$ cat config.mk
export PLATFORM = sky130hd
export DESIGN_NAME = hsv_to_rgb_converter_flat
export DESIGN_NICKNAME = d
export VERILOG_FILES = /design/src/hsvrgb_pkg.sv /design/src/hsvrgb_if.sv /design/src/hsv_to_rgb_converter.sv /design/src/hsvrgb_sector.sv /design/src/hsvrgb_terms.sv /design/src/hsvrgb_select.sv /design/src/flat_wrapper.sv
export SDC_FILE = /design/constraint.sdc
export NUM_CORES = 2
export LEC_CHECK = 0
export BUFFER_PORTS_ARGS = -buffer_cell sky130_fd_sc_hd__buf_2
export CAP_MARGIN = 40
export CORE_UTILIZATION = 50
export CTS_CLUSTER_SIZE = 20
export DETAILED_ROUTE_END_ITERATION = 7
export PLACE_DENSITY_LB_ADDON = 0.25
export SYNTH_ARGS = -nofsm -noshare
export SYNTH_HDL_FRONTEND = slang
export SYNTH_SLANG_ARGS = --single-unit
$ cat constraint.sdc
create_clock -name clk -period 14.7 [get_ports clk]
set_input_delay 2.94 -clock clk [delete_from_list [all_inputs] [get_ports clk]]
set_output_delay 2.94 -clock clk [all_outputs]
set_load 0.1 [all_outputs]
$ cat src/hsvrgb_pkg.sv
`timescale 1ns / 1ps
// ----------------------------------------------------------------------------
// hsvrgb_pkg
// Shared constants, codes and stage word types of the HSV to RGB converter.
// ----------------------------------------------------------------------------
package hsvrgb_pkg;

	localparam int CHANNEL_FRAC_BITS = 16;
	localparam int HUE_FRAC_BITS     = 6;

	localparam int CH_W    = CHANNEL_FRAC_BITS + 1;
	localparam int HUE_W   = 16;
	localparam int PROD_W  = 2 * CH_W;

	localparam int HUE_SECTOR  = 60 << HUE_FRAC_BITS;
	localparam int HUE_FULL    = 360 << HUE_FRAC_BITS;
	localparam int NUM_SECTORS = 6;
	localparam int SECTOR_BITS = $clog2(HUE_SECTOR);

	// compare width for hue: holds the positive hue field and a full turn
	localparam int HUE_EXT_W = (SECTOR_BITS + 3 > HUE_W - 1) ? SECTOR_BITS + 3 : HUE_W - 1;

	// reciprocal of the sector width, rounded up, exact for every remainder
	localparam int RECIP_SHIFT = 2 * SECTOR_BITS;
	localparam int RECIP_EXP   = CHANNEL_FRAC_BITS + RECIP_SHIFT;
	localparam int RECIP_W     = CHANNEL_FRAC_BITS + SECTOR_BITS + 1;
	localparam int FRAC_PROD_W = SECTOR_BITS + RECIP_W;
	localparam longint unsigned RECIP =
		((64'd1 << RECIP_EXP) + 64'(HUE_SECTOR) - 64'd1) / 64'(HUE_SECTOR);

	localparam logic [CH_W-1:0] CH_ONE = {1'b1, {CHANNEL_FRAC_BITS{1'b0}}};

	typedef logic [CH_W-1:0]              chan_t;
	typedef logic [CHANNEL_FRAC_BITS-1:0] frac_t;
	typedef logic [SECTOR_BITS-1:0]       rem_t;

	typedef enum logic [1:0] {
		ST_OK        = 2'd0,
		ST_HUE_RANGE = 2'd1,
		ST_SAT_RANGE = 2'd2,
		ST_VAL_RANGE = 2'd3
	} status_t;

	typedef enum logic [2:0] {
		SEC_RED_YEL = 3'd0,
		SEC_YEL_GRN = 3'd1,
		SEC_GRN_CYN = 3'd2,
		SEC_CYN_BLU = 3'd3,
		SEC_BLU_MAG = 3'd4,
		SEC_MAG_RED = 3'd5
	} sector_t;

	typedef struct packed {
		status_t status;
		sector_t sector;
		rem_t    rem;
		chan_t   sat;
		chan_t   val;
	} sector_word_t;

	typedef struct packed {
		status_t status;
		sector_t sector;
		chan_t   val;
		chan_t   p;
		chan_t   q;
		chan_t   t;
	} terms_word_t;

endpackage

$ cat src/hsvrgb_if.sv
`timescale 1ns / 1ps
// ----------------------------------------------------------------------------
// hsvrgb channel interfaces
// Valid/ready channels for HSV pixels in and RGB pixels out.
// ----------------------------------------------------------------------------
interface hsv_if;
	logic                                  valid;
	logic                                  ready;
	logic signed [hsvrgb_pkg::HUE_W-1:0]   hue;
	logic        [hsvrgb_pkg::CH_W-1:0]    saturation;
	logic        [hsvrgb_pkg::CH_W-1:0]    brightness;

	modport source (output valid, hue, saturation, brightness, input ready);
	modport sink   (input valid, hue, saturation, brightness, output ready);
endinterface

interface rgb_if;
	logic                              valid;
	logic                              ready;
	logic [hsvrgb_pkg::CH_W-1:0]       red;
	logic [hsvrgb_pkg::CH_W-1:0]       green;
	logic [hsvrgb_pkg::CH_W-1:0]       blue;
	logic [1:0]                        status;

	modport source (output valid, red, green, blue, status, input ready);
	modport sink   (input valid, red, green, blue, status, output ready);
endinterface

$ cat src/hsv_to_rgb_converter.sv
`timescale 1ns / 1ps
// ----------------------------------------------------------------------------
// hsv_to_rgb_converter
// Fixed point HSV to RGB pixel conversion, five stage pipeline.
// ----------------------------------------------------------------------------
//  channel   dir  fields                             word
//  pix_in    in   hue, saturation, brightness        one HSV pixel
//  pix_out   out  red, green, blue, status           one RGB pixel
//
// one word per clock while pix_out.ready is held; five register stages, a word
// accepted on pix_in is registered by each of them in turn before pix_out
// (checks, fraction, s*f products, q/t products, sector select)
// arst_n clears the stage valid bits only, no payload reset
// each stage loads when empty or when the stage after it moves, so bubbles
// close up and pix_in.ready drops only when every stage holds a word
// ----------------------------------------------------------------------------
module hsv_to_rgb_converter (
	input  logic  clk,
	input  logic  arst_n,
	hsv_if.sink   pix_in,
	rgb_if.source pix_out
);

	logic                     sec_valid;
	logic                     terms_ready;
	hsvrgb_pkg::sector_word_t sec_word;
	logic                     terms_valid;
	logic                     sel_ready;
	hsvrgb_pkg::terms_word_t  terms_word;

	hsvrgb_sector u_sector (
		.clk        (clk),
		.arst_n     (arst_n),
		.in_valid   (pix_in.valid),
		.in_ready   (pix_in.ready),
		.hue        (pix_in.hue),
		.saturation (pix_in.saturation),
		.brightness (pix_in.brightness),
		.out_valid  (sec_valid),
		.out_ready  (terms_ready),
		.out_word   (sec_word)
	);

	hsvrgb_terms u_terms (
		.clk       (clk),
		.arst_n    (arst_n),
		.in_valid  (sec_valid),
		.in_ready  (terms_ready),
		.in_word   (sec_word),
		.out_valid (terms_valid),
		.out_ready (sel_ready),
		.out_word  (terms_word)
	);

	hsvrgb_select u_select (
		.clk      (clk),
		.arst_n   (arst_n),
		.in_valid (terms_valid),
		.in_ready (sel_ready),
		.in_word  (terms_word),
		.pix_out  (pix_out)
	);

	// error words never carry color
	a_err_zero: assert property (@(posedge clk) disable iff (!arst_n)
		pix_out.valid && pix_out.status != hsvrgb_pkg::ST_OK
			|-> pix_out.red == '0 && pix_out.green == '0 && pix_out.blue == '0)
		else $error("error word with nonzero channel");

	// good words stay within 0..1.0
	a_ok_range: assert property (@(posedge clk) disable iff (!arst_n)
		pix_out.valid && pix_out.status == hsvrgb_pkg::ST_OK
			|-> pix_out.red <= hsvrgb_pkg::CH_ONE && pix_out.green <= hsvrgb_pkg::CH_ONE
				&& pix_out.blue <= hsvrgb_pkg::CH_ONE)
		else $error("channel above one");

	// input stalls only with the whole pipe full and the output blocked
	a_full_stall: assert property (@(posedge clk) disable iff (!arst_n)
		!pix_in.ready |-> sec_valid && terms_valid && pix_out.valid && !pix_out.ready)
		else $error("input stalled with a bubble in the pipe");

endmodule

$ cat src/hsvrgb_sector.sv
`timescale 1ns / 1ps
// ----------------------------------------------------------------------------
// hsvrgb_sector
// Stage 1: range checks, full-turn wrap, sector index and remainder.
// ----------------------------------------------------------------------------
module hsvrgb_sector (
	input  logic                                clk,
	input  logic                                arst_n,
	input  logic                                in_valid,
	output logic                                in_ready,
	input  logic signed [hsvrgb_pkg::HUE_W-1:0] hue,
	input  hsvrgb_pkg::chan_t                   saturation,
	input  hsvrgb_pkg::chan_t                   brightness,
	output logic                                out_valid,
	input  logic                                out_ready,
	output hsvrgb_pkg::sector_word_t            out_word
);

	logic                               valid_s1;
	hsvrgb_pkg::sector_word_t           word_s1;
	hsvrgb_pkg::sector_word_t           word_d;
	logic [hsvrgb_pkg::HUE_EXT_W-1:0]   hue_ext;
	logic [hsvrgb_pkg::HUE_EXT_W-1:0]   hue_wrap;
	logic [hsvrgb_pkg::HUE_EXT_W-1:0]   base;

	assign in_ready = !valid_s1 || out_ready;

	always_comb begin
		hue_ext  = hsvrgb_pkg::HUE_EXT_W'(hue[hsvrgb_pkg::HUE_W-2:0]);
		hue_wrap = (hue_ext == hsvrgb_pkg::HUE_EXT_W'(hsvrgb_pkg::HUE_FULL)) ? '0 : hue_ext;

		word_d.sector = hsvrgb_pkg::SEC_RED_YEL;
		base          = '0;
		// thresholds are independent constants, last one passed wins
		for (int k = 1; k < hsvrgb_pkg::NUM_SECTORS; k++) begin
			if (hue_wrap >= hsvrgb_pkg::HUE_EXT_W'(k * hsvrgb_pkg::HUE_SECTOR)) begin
				word_d.sector = hsvrgb_pkg::sector_t'(3'(k));
				base          = hsvrgb_pkg::HUE_EXT_W'(k * hsvrgb_pkg::HUE_SECTOR);
			end
		end
		word_d.rem = hsvrgb_pkg::SECTOR_BITS'(hue_wrap - base);
		word_d.sat = saturation;
		word_d.val = brightness;

		if (hue[hsvrgb_pkg::HUE_W-1]
				|| hue_ext > hsvrgb_pkg::HUE_EXT_W'(hsvrgb_pkg::HUE_FULL)) begin
			word_d.status = hsvrgb_pkg::ST_HUE_RANGE;
		end else if (saturation > hsvrgb_pkg::CH_ONE) begin
			word_d.status = hsvrgb_pkg::ST_SAT_RANGE;
		end else if (brightness > hsvrgb_pkg::CH_ONE) begin
			word_d.status = hsvrgb_pkg::ST_VAL_RANGE;
		end else begin
			word_d.status = hsvrgb_pkg::ST_OK;
		end
	end

	always_ff @(posedge clk or negedge arst_n) begin
		if (!arst_n) begin
			valid_s1 <= 1'b0;
		end else if (in_ready) begin
			valid_s1 <= in_valid;
		end
	end

	always_ff @(posedge clk) begin
		if (in_ready && in_valid) begin
			word_s1 <= word_d;
		end
	end

	assign out_valid = valid_s1;
	assign out_word  = word_s1;

endmodule

$ cat src/hsvrgb_terms.sv
`timescale 1ns / 1ps
// ----------------------------------------------------------------------------
// hsvrgb_terms
// Stages 2 to 4: sector fraction, then the p, q and t products.
// ----------------------------------------------------------------------------
module hsvrgb_terms (
	input  logic                     clk,
	input  logic                     arst_n,
	input  logic                     in_valid,
	output logic                     in_ready,
	input  hsvrgb_pkg::sector_word_t in_word,
	output logic                     out_valid,
	input  logic                     out_ready,
	output hsvrgb_pkg::terms_word_t  out_word
);

	logic                                  valid_s2;
	logic                                  valid_s3;
	logic                                  valid_s4;
	logic                                  en_s2;
	logic                                  en_s3;
	logic                                  en_s4;

	hsvrgb_pkg::status_t                   status_s2;
	hsvrgb_pkg::status_t                   status_s3;
	hsvrgb_pkg::sector_t                   sector_s2;
	hsvrgb_pkg::sector_t                   sector_s3;
	hsvrgb_pkg::chan_t                     sat_s2;
	hsvrgb_pkg::chan_t                     val_s2;
	hsvrgb_pkg::chan_t                     val_s3;
	hsvrgb_pkg::frac_t                     frac_s2;
	hsvrgb_pkg::chan_t                     p_s2;
	hsvrgb_pkg::chan_t                     p_s3;
	hsvrgb_pkg::chan_t                     sf_s3;
	hsvrgb_pkg::chan_t                     sfn_s3;
	hsvrgb_pkg::terms_word_t               word_s4;

	logic [hsvrgb_pkg::FRAC_PROD_W-1:0]    frac_prod;
	hsvrgb_pkg::chan_t                     one_minus_s;
	logic [hsvrgb_pkg::PROD_W-1:0]         p_prod;
	hsvrgb_pkg::chan_t                     one_minus_f;
	logic [hsvrgb_pkg::PROD_W-1:0]         sf_prod;
	logic [hsvrgb_pkg::PROD_W-1:0]         sfn_prod;
	hsvrgb_pkg::chan_t                     one_minus_sf;
	hsvrgb_pkg::chan_t                     one_minus_sfn;
	logic [hsvrgb_pkg::PROD_W-1:0]         q_prod;
	logic [hsvrgb_pkg::PROD_W-1:0]         t_prod;

	// a stage loads when empty or when the next one moves on
	assign en_s4    = !valid_s4 || out_ready;
	assign en_s3    = !valid_s3 || en_s4;
	assign en_s2    = !valid_s2 || en_s3;
	assign in_ready = en_s2;

	// stage 2: f = rem * 2^CF / sector by reciprocal, p = v * (1 - s)
	always_comb begin
		frac_prod   = hsvrgb_pkg::FRAC_PROD_W'(in_word.rem)
			* hsvrgb_pkg::FRAC_PROD_W'(hsvrgb_pkg::RECIP);
		one_minus_s = hsvrgb_pkg::CH_ONE - in_word.sat;
		p_prod      = hsvrgb_pkg::PROD_W'(in_word.val) * hsvrgb_pkg::PROD_W'(one_minus_s);
	end

	// stage 3: s * f and s * (1 - f)
	always_comb begin
		one_minus_f = hsvrgb_pkg::CH_ONE - hsvrgb_pkg::CH_W'(frac_s2);
		sf_prod     = hsvrgb_pkg::PROD_W'(sat_s2) * hsvrgb_pkg::PROD_W'(frac_s2);
		sfn_prod    = hsvrgb_pkg::PROD_W'(sat_s2) * hsvrgb_pkg::PROD_W'(one_minus_f);
	end

	// stage 4: q and t
	always_comb begin
		one_minus_sf  = hsvrgb_pkg::CH_ONE - sf_s3;
		one_minus_sfn = hsvrgb_pkg::CH_ONE - sfn_s3;
		q_prod        = hsvrgb_pkg::PROD_W'(val_s3) * hsvrgb_pkg::PROD_W'(one_minus_sf);
		t_prod        = hsvrgb_pkg::PROD_W'(val_s3) * hsvrgb_pkg::PROD_W'(one_minus_sfn);
	end

	always_ff @(posedge clk or negedge arst_n) begin
		if (!arst_n) begin
			valid_s2 <= 1'b0;
			valid_s3 <= 1'b0;
			valid_s4 <= 1'b0;
		end else begin
			if (en_s2) begin
				valid_s2 <= in_valid;
			end
			if (en_s3) begin
				valid_s3 <= valid_s2;
			end
			if (en_s4) begin
				valid_s4 <= valid_s3;
			end
		end
	end

	always_ff @(posedge clk) begin
		if (en_s2 && in_valid) begin
			status_s2 <= in_word.status;
			sector_s2 <= in_word.sector;
			sat_s2    <= in_word.sat;
			val_s2    <= in_word.val;
			frac_s2   <= frac_prod[hsvrgb_pkg::RECIP_SHIFT +: hsvrgb_pkg::CHANNEL_FRAC_BITS];
			p_s2      <= p_prod[hsvrgb_pkg::CHANNEL_FRAC_BITS +: hsvrgb_pkg::CH_W];
		end
		if (en_s3 && valid_s2) begin
			status_s3 <= status_s2;
			sector_s3 <= sector_s2;
			val_s3    <= val_s2;
			p_s3      <= p_s2;
			sf_s3     <= sf_prod[hsvrgb_pkg::CHANNEL_FRAC_BITS +: hsvrgb_pkg::CH_W];
			sfn_s3    <= sfn_prod[hsvrgb_pkg::CHANNEL_FRAC_BITS +: hsvrgb_pkg::CH_W];
		end
		if (en_s4 && valid_s3) begin
			word_s4.status <= status_s3;
			word_s4.sector <= sector_s3;
			word_s4.val    <= val_s3;
			word_s4.p      <= p_s3;
			word_s4.q      <= q_prod[hsvrgb_pkg::CHANNEL_FRAC_BITS +: hsvrgb_pkg::CH_W];
			word_s4.t      <= t_prod[hsvrgb_pkg::CHANNEL_FRAC_BITS +: hsvrgb_pkg::CH_W];
		end
	end

	assign out_valid = valid_s4;
	assign out_word  = word_s4;

endmodule

$ cat src/hsvrgb_select.sv
`timescale 1ns / 1ps
// ----------------------------------------------------------------------------
// hsvrgb_select
// Stage 5: routes v, p, q, t to the channels by sector into the output register.
// ----------------------------------------------------------------------------
module hsvrgb_select (
	input  logic                    clk,
	input  logic                    arst_n,
	input  logic                    in_valid,
	output logic                    in_ready,
	input  hsvrgb_pkg::terms_word_t in_word,
	rgb_if.source                   pix_out
);

	logic                valid_s5;
	hsvrgb_pkg::chan_t   red_s5;
	hsvrgb_pkg::chan_t   green_s5;
	hsvrgb_pkg::chan_t   blue_s5;
	hsvrgb_pkg::status_t status_s5;
	hsvrgb_pkg::chan_t   red_d;
	hsvrgb_pkg::chan_t   green_d;
	hsvrgb_pkg::chan_t   blue_d;

	assign in_ready = !valid_s5 || pix_out.ready;

	always_comb begin
		case (in_word.sector)
			hsvrgb_pkg::SEC_RED_YEL: begin
				red_d = in_word.val; green_d = in_word.t;   blue_d = in_word.p;
			end
			hsvrgb_pkg::SEC_YEL_GRN: begin
				red_d = in_word.q;   green_d = in_word.val; blue_d = in_word.p;
			end
			hsvrgb_pkg::SEC_GRN_CYN: begin
				red_d = in_word.p;   green_d = in_word.val; blue_d = in_word.t;
			end
			hsvrgb_pkg::SEC_CYN_BLU: begin
				red_d = in_word.p;   green_d = in_word.q;   blue_d = in_word.val;
			end
			hsvrgb_pkg::SEC_BLU_MAG: begin
				red_d = in_word.t;   green_d = in_word.p;   blue_d = in_word.val;
			end
			default: begin
				red_d = in_word.val; green_d = in_word.p;   blue_d = in_word.q;
			end
		endcase
		// out of range words carry zero channels
		if (in_word.status != hsvrgb_pkg::ST_OK) begin
			red_d   = '0;
			green_d = '0;
			blue_d  = '0;
		end
	end

	always_ff @(posedge clk or negedge arst_n) begin
		if (!arst_n) begin
			valid_s5 <= 1'b0;
		end else if (in_ready) begin
			valid_s5 <= in_valid;
		end
	end

	always_ff @(posedge clk) begin
		if (in_ready && in_valid) begin
			red_s5    <= red_d;
			green_s5  <= green_d;
			blue_s5   <= blue_d;
			status_s5 <= in_word.status;
		end
	end

	assign pix_out.valid  = valid_s5;
	assign pix_out.red    = red_s5;
	assign pix_out.green  = green_s5;
	assign pix_out.blue   = blue_s5;
	assign pix_out.status = status_s5;

endmodule
$ cat src/flat_wrapper.sv
// flat-port wrapper written by rule: the top's interface ports become plain ports
module hsv_to_rgb_converter_flat 
  (clk, arst_n, pix_in_valid, pix_in_hue, pix_in_saturation, pix_in_brightness, pix_in_ready, pix_out_valid, pix_out_red, pix_out_green, pix_out_blue, pix_out_status, pix_out_ready);
  hsv_if pix_in_i ();
  rgb_if pix_out_i ();
  input  logic clk;
  input  logic arst_n;
  input wire logic [$bits(pix_in_i.valid)-1:0] pix_in_valid;
  input wire logic [$bits(pix_in_i.hue)-1:0] pix_in_hue;
  input wire logic [$bits(pix_in_i.saturation)-1:0] pix_in_saturation;
  input wire logic [$bits(pix_in_i.brightness)-1:0] pix_in_brightness;
  output wire logic [$bits(pix_in_i.ready)-1:0] pix_in_ready;
  output wire logic [$bits(pix_out_i.valid)-1:0] pix_out_valid;
  output wire logic [$bits(pix_out_i.red)-1:0] pix_out_red;
  output wire logic [$bits(pix_out_i.green)-1:0] pix_out_green;
  output wire logic [$bits(pix_out_i.blue)-1:0] pix_out_blue;
  output wire logic [$bits(pix_out_i.status)-1:0] pix_out_status;
  input wire logic [$bits(pix_out_i.ready)-1:0] pix_out_ready;
  assign pix_in_i.valid = pix_in_valid;
  assign pix_in_i.hue = pix_in_hue;
  assign pix_in_i.saturation = pix_in_saturation;
  assign pix_in_i.brightness = pix_in_brightness;
  assign pix_in_ready = pix_in_i.ready;
  assign pix_out_valid = pix_out_i.valid;
  assign pix_out_red = pix_out_i.red;
  assign pix_out_green = pix_out_i.green;
  assign pix_out_blue = pix_out_i.blue;
  assign pix_out_status = pix_out_i.status;
  assign pix_out_i.ready = pix_out_ready;
  hsv_to_rgb_converter u_core (.clk(clk), .arst_n(arst_n), .pix_in(pix_in_i), .pix_out(pix_out_i));
endmodule
==> results_dict.tcl <==
set metrics [dict create \
    cp.arrival_ps 9520 \
    ys_types 63 \
    synth_xor_area_frac 0.02523 \
    vias_per_cell 5.315 \
    syn_inst 6106 \
    die_y_um 343.5 \
    outcome "completed" \
    maxSlewHeadroom 0.3478 \
    synthToLayoutAreaGrowth_pct 6.567 \
    crit_type "reg -> reg" \
    dp_hpwl_um 105600 \
    endpoint_kind "register" \
    cp-start-kind "register" \
    synth_fp_nets 7833 \
    cts_buffer_depth 3 \
    fillers 10210 \
    setup_viol 0 \
    rsz0062_at_grt "no" \
    synth_compound_area_frac 0.04739 \
    postCtsHoldBufs 0 \
    grt_pass1_wl_um 231900 \
    cts_buffers 39 \
    cts.htree.levels 2 \
    yosys.cell_count.top_type "inv_1" \
    io_pins 109 \
    max-cap-violations 0 \
    met1_usage 0.3507 \
    finalCriticalPeriod_ps 9170 \
    critPathRequiredTime_ps 15050 \
    synth_seq_area_share 0.1679 \
    yosysTopAreaCell "fa_1" \
    cp_max_fo 20 \
    cts_root_buf "clkbuf_16" \
    antenna_found_initial 3 \
    grt_overflow_total 0 \
    wirelength_um 140500 \
    tightest_slew_ps 978.3 \
    synthMuxAreaShare 0.002918 \
    busiest_layer "met2" \
    insertion_delay_ps 600 \
    dr.first_iter.drc_count 2878 \
    routedWlPerCell_um 18.37 \
    synthTopCellsByArea "fa_1, edfxtp_1, ha_1" \
    synth_top_area_frac 0.3796 \
    drc 0 \
    layout-drive-gt1-share 0.05313 \
    grt_max_degree 86 \
    synth-edff-count 322 \
    synth-adder-area-share 0.5013 \
    finalNetCount 7832 \
    num_rows 124 \
    finalCritPeriodShare 0.6238 \
    final.setup_skew_ps 26.90 \
    place_congestion 0.8692 \
    dieArea_um2 118000 \
    clock-sinks 327 \
    syn_avg_cell_area_um2 9.552 \
    hp-class "reg -> reg" \
    synthesis.area_um2 58320 \
    core_area_um2 115000 \
    port_buffers 108 \
    ctsResizeCount 0 \
    num_vias 40650 \
    clk_pin_slew_ps 60 \
    finalMaxSlewViolations 0 \
    synthFlopType "edfxtp_1" \
    synthArstFlopShare 0.01529 \
    finalSetupTns_ps 0 \
    synth-simple-area-share 0.1454 \
    ys.warnings.count 0 \
    drt.antenna.violating_nets 0 \
    firstDrtPassIters 5 \
    initial_core_util 0.5073 \
    grt_usage 0.2493 \
    max_freq_ghz 0.1091 \
    hold_viol_final 0 \
    met2_usage 0.4182 \
    grt_pass1_vias 43430 \
    post_cts_buffers 0 \
    ys_ff_latch 327 \
    synth_top_cells_by_count "inv_1, fa_1, nand2_1, ha_1, and2_1" \
    synth_top_family_by_area "adder cells" \
    tritoncts "built" \
    die_x_um 343.5 \
    use_met3 0.02542 \
]
==> worst max-delay path, cell delays in order, from the launching register on <==
cell      delay (ps)
edfxtp_1         680
nor2_1           230
nand3_1          100
or3_1            490
nor4_1           480
nand2_1          170
or3_1            350
xor2_1           470
buf_4            280
nand2_1           80
fa_1             500
inv_1             50
fa_1             560
fa_1             430
fa_1             480
fa_1             490
inv_1             50
fa_1             480
inv_1             40
ha_1             330
and2_1           160
a221o_1          300
or3_1            380
a21bo_1          230
a2111o_1         460
a31o_2           280
a221oi_2         260
xnor2_1           90
==> cell usage in the layout (no fill, tap or decap), types with 50 or more instances in the layout <==
master       n
xor2_1      50
and2_1     486
fa_1      1106
xnor2_1    107
o21ai_0     61
nand2_1    978
edfxtp_1   322
nor2_1      91
a21oi_1    124
buf_2      109
ha_1       567
buf_4      112
inv_1     1428
==> metal layers <==
metal  vias up  share of wire  wire (um)
met1     20730           0.43      60910
met5         -       0.000078         11
met3       194          0.065       9160
li1      18460              -          -
met4         2          0.021       2884
met2      1265           0.48      67550
==> cell type report <==
class | instances | area (um2) | share of cell area
Inverter | 1429 | 5364 | 0.08630
Antenna cell | 1 | 2.502 | 0.00004026
Clock inverter | 24 | 259.0 | 0.004167
Timing Repair Buffer | 236 | 1607 | 0.02585
Tap cell | 1512 | 1892 | 0.03044
Sequential cell | 327 | 9794 | 0.1576
Clock buffer | 48 | 1010 | 0.01625
Multi-Input combinational cell | 4072 | 42220 | 0.6794
==> registers in the layout, summed over array words and instances, names as in the netlist, 3 cells and up <==
name	flops
u_core.u_terms.sf_s3	17
u_core.u_terms.sat_s2	17
u_core.u_terms.p_s2	17
u_core.u_select.pix_out.blue	17
u_core.u_terms.frac_s2	16
u_core.u_terms.out_word	73
u_core.u_terms.sector_s2	3
u_core.u_terms.p_s3	17
u_core.u_terms.sfn_s3	17
u_core.u_terms.val_s3	17
u_core.u_terms.val_s2	17
u_core.u_sector.out_word	51
u_core.u_select.pix_out.green	17
u_core.u_select.pix_out.red	17
u_core.u_terms.sector_s3	3
==> worst paths after layout <==
check / start / to / slack, ps / depth (start not counted)
min in group asynchronous: arst_n / u_core.u_terms.out_valid$_DFFE_PN0P_ / 2150 / 1
worst max register to register: u_core.u_terms.frac_s2[2]$_DFFE_PP_ / u_core.u_terms.sfn_s3[14]$_DFFE_PP_ / 5530 / 27
max in group asynchronous: arst_n / u_core.u_select.pix_out.valid$_DFFE_PN0P_ / 12420 / 1
worst max-delay path: u_core.u_terms.frac_s2[2]$_DFFE_PP_ / u_core.u_terms.sfn_s3[14]$_DFFE_PP_ / 5530 / 27
worst min register to register: u_core.u_terms.p_s3[1]$_DFFE_PP_ / u_core.u_terms.out_word[35]$_DFFE_PP_ / 410 / 0
worst min-delay path: u_core.u_terms.p_s3[1]$_DFFE_PP_ / u_core.u_terms.out_word[35]$_DFFE_PP_ / 410 / 0
==> cells by family (layout without fill, tap and decap cells) <==
logic type,count (synthesis),in the layout
simple gates,1791,1791
fa+ha+maj,1673,1673
xor+xnor,168,168
compound gates,423,423
other cells,0,1
flops,327,327
mux,17,17
buf+inv,1707,1737
==> metrics by stage <==
step	hold slack (ps)	util	setup slack (ps)	cells	area [um2]
finish	409.3	0.5406	5530	7649	62150
global route	412.0	0.5406	4994	7648	62150
CTS	403.5	0.5406	5567	7648	62150
detailed placement	404.5	0.5296	5561	7576	60880
global placement	402.3	0.5275	5205	7558	60640
floorplan	400.3	-	6297	6106	58320
Power is left out: the tool's default activity adds up to more than one toggle a clock period on the data nets, which glitch-free logic cannot reach.
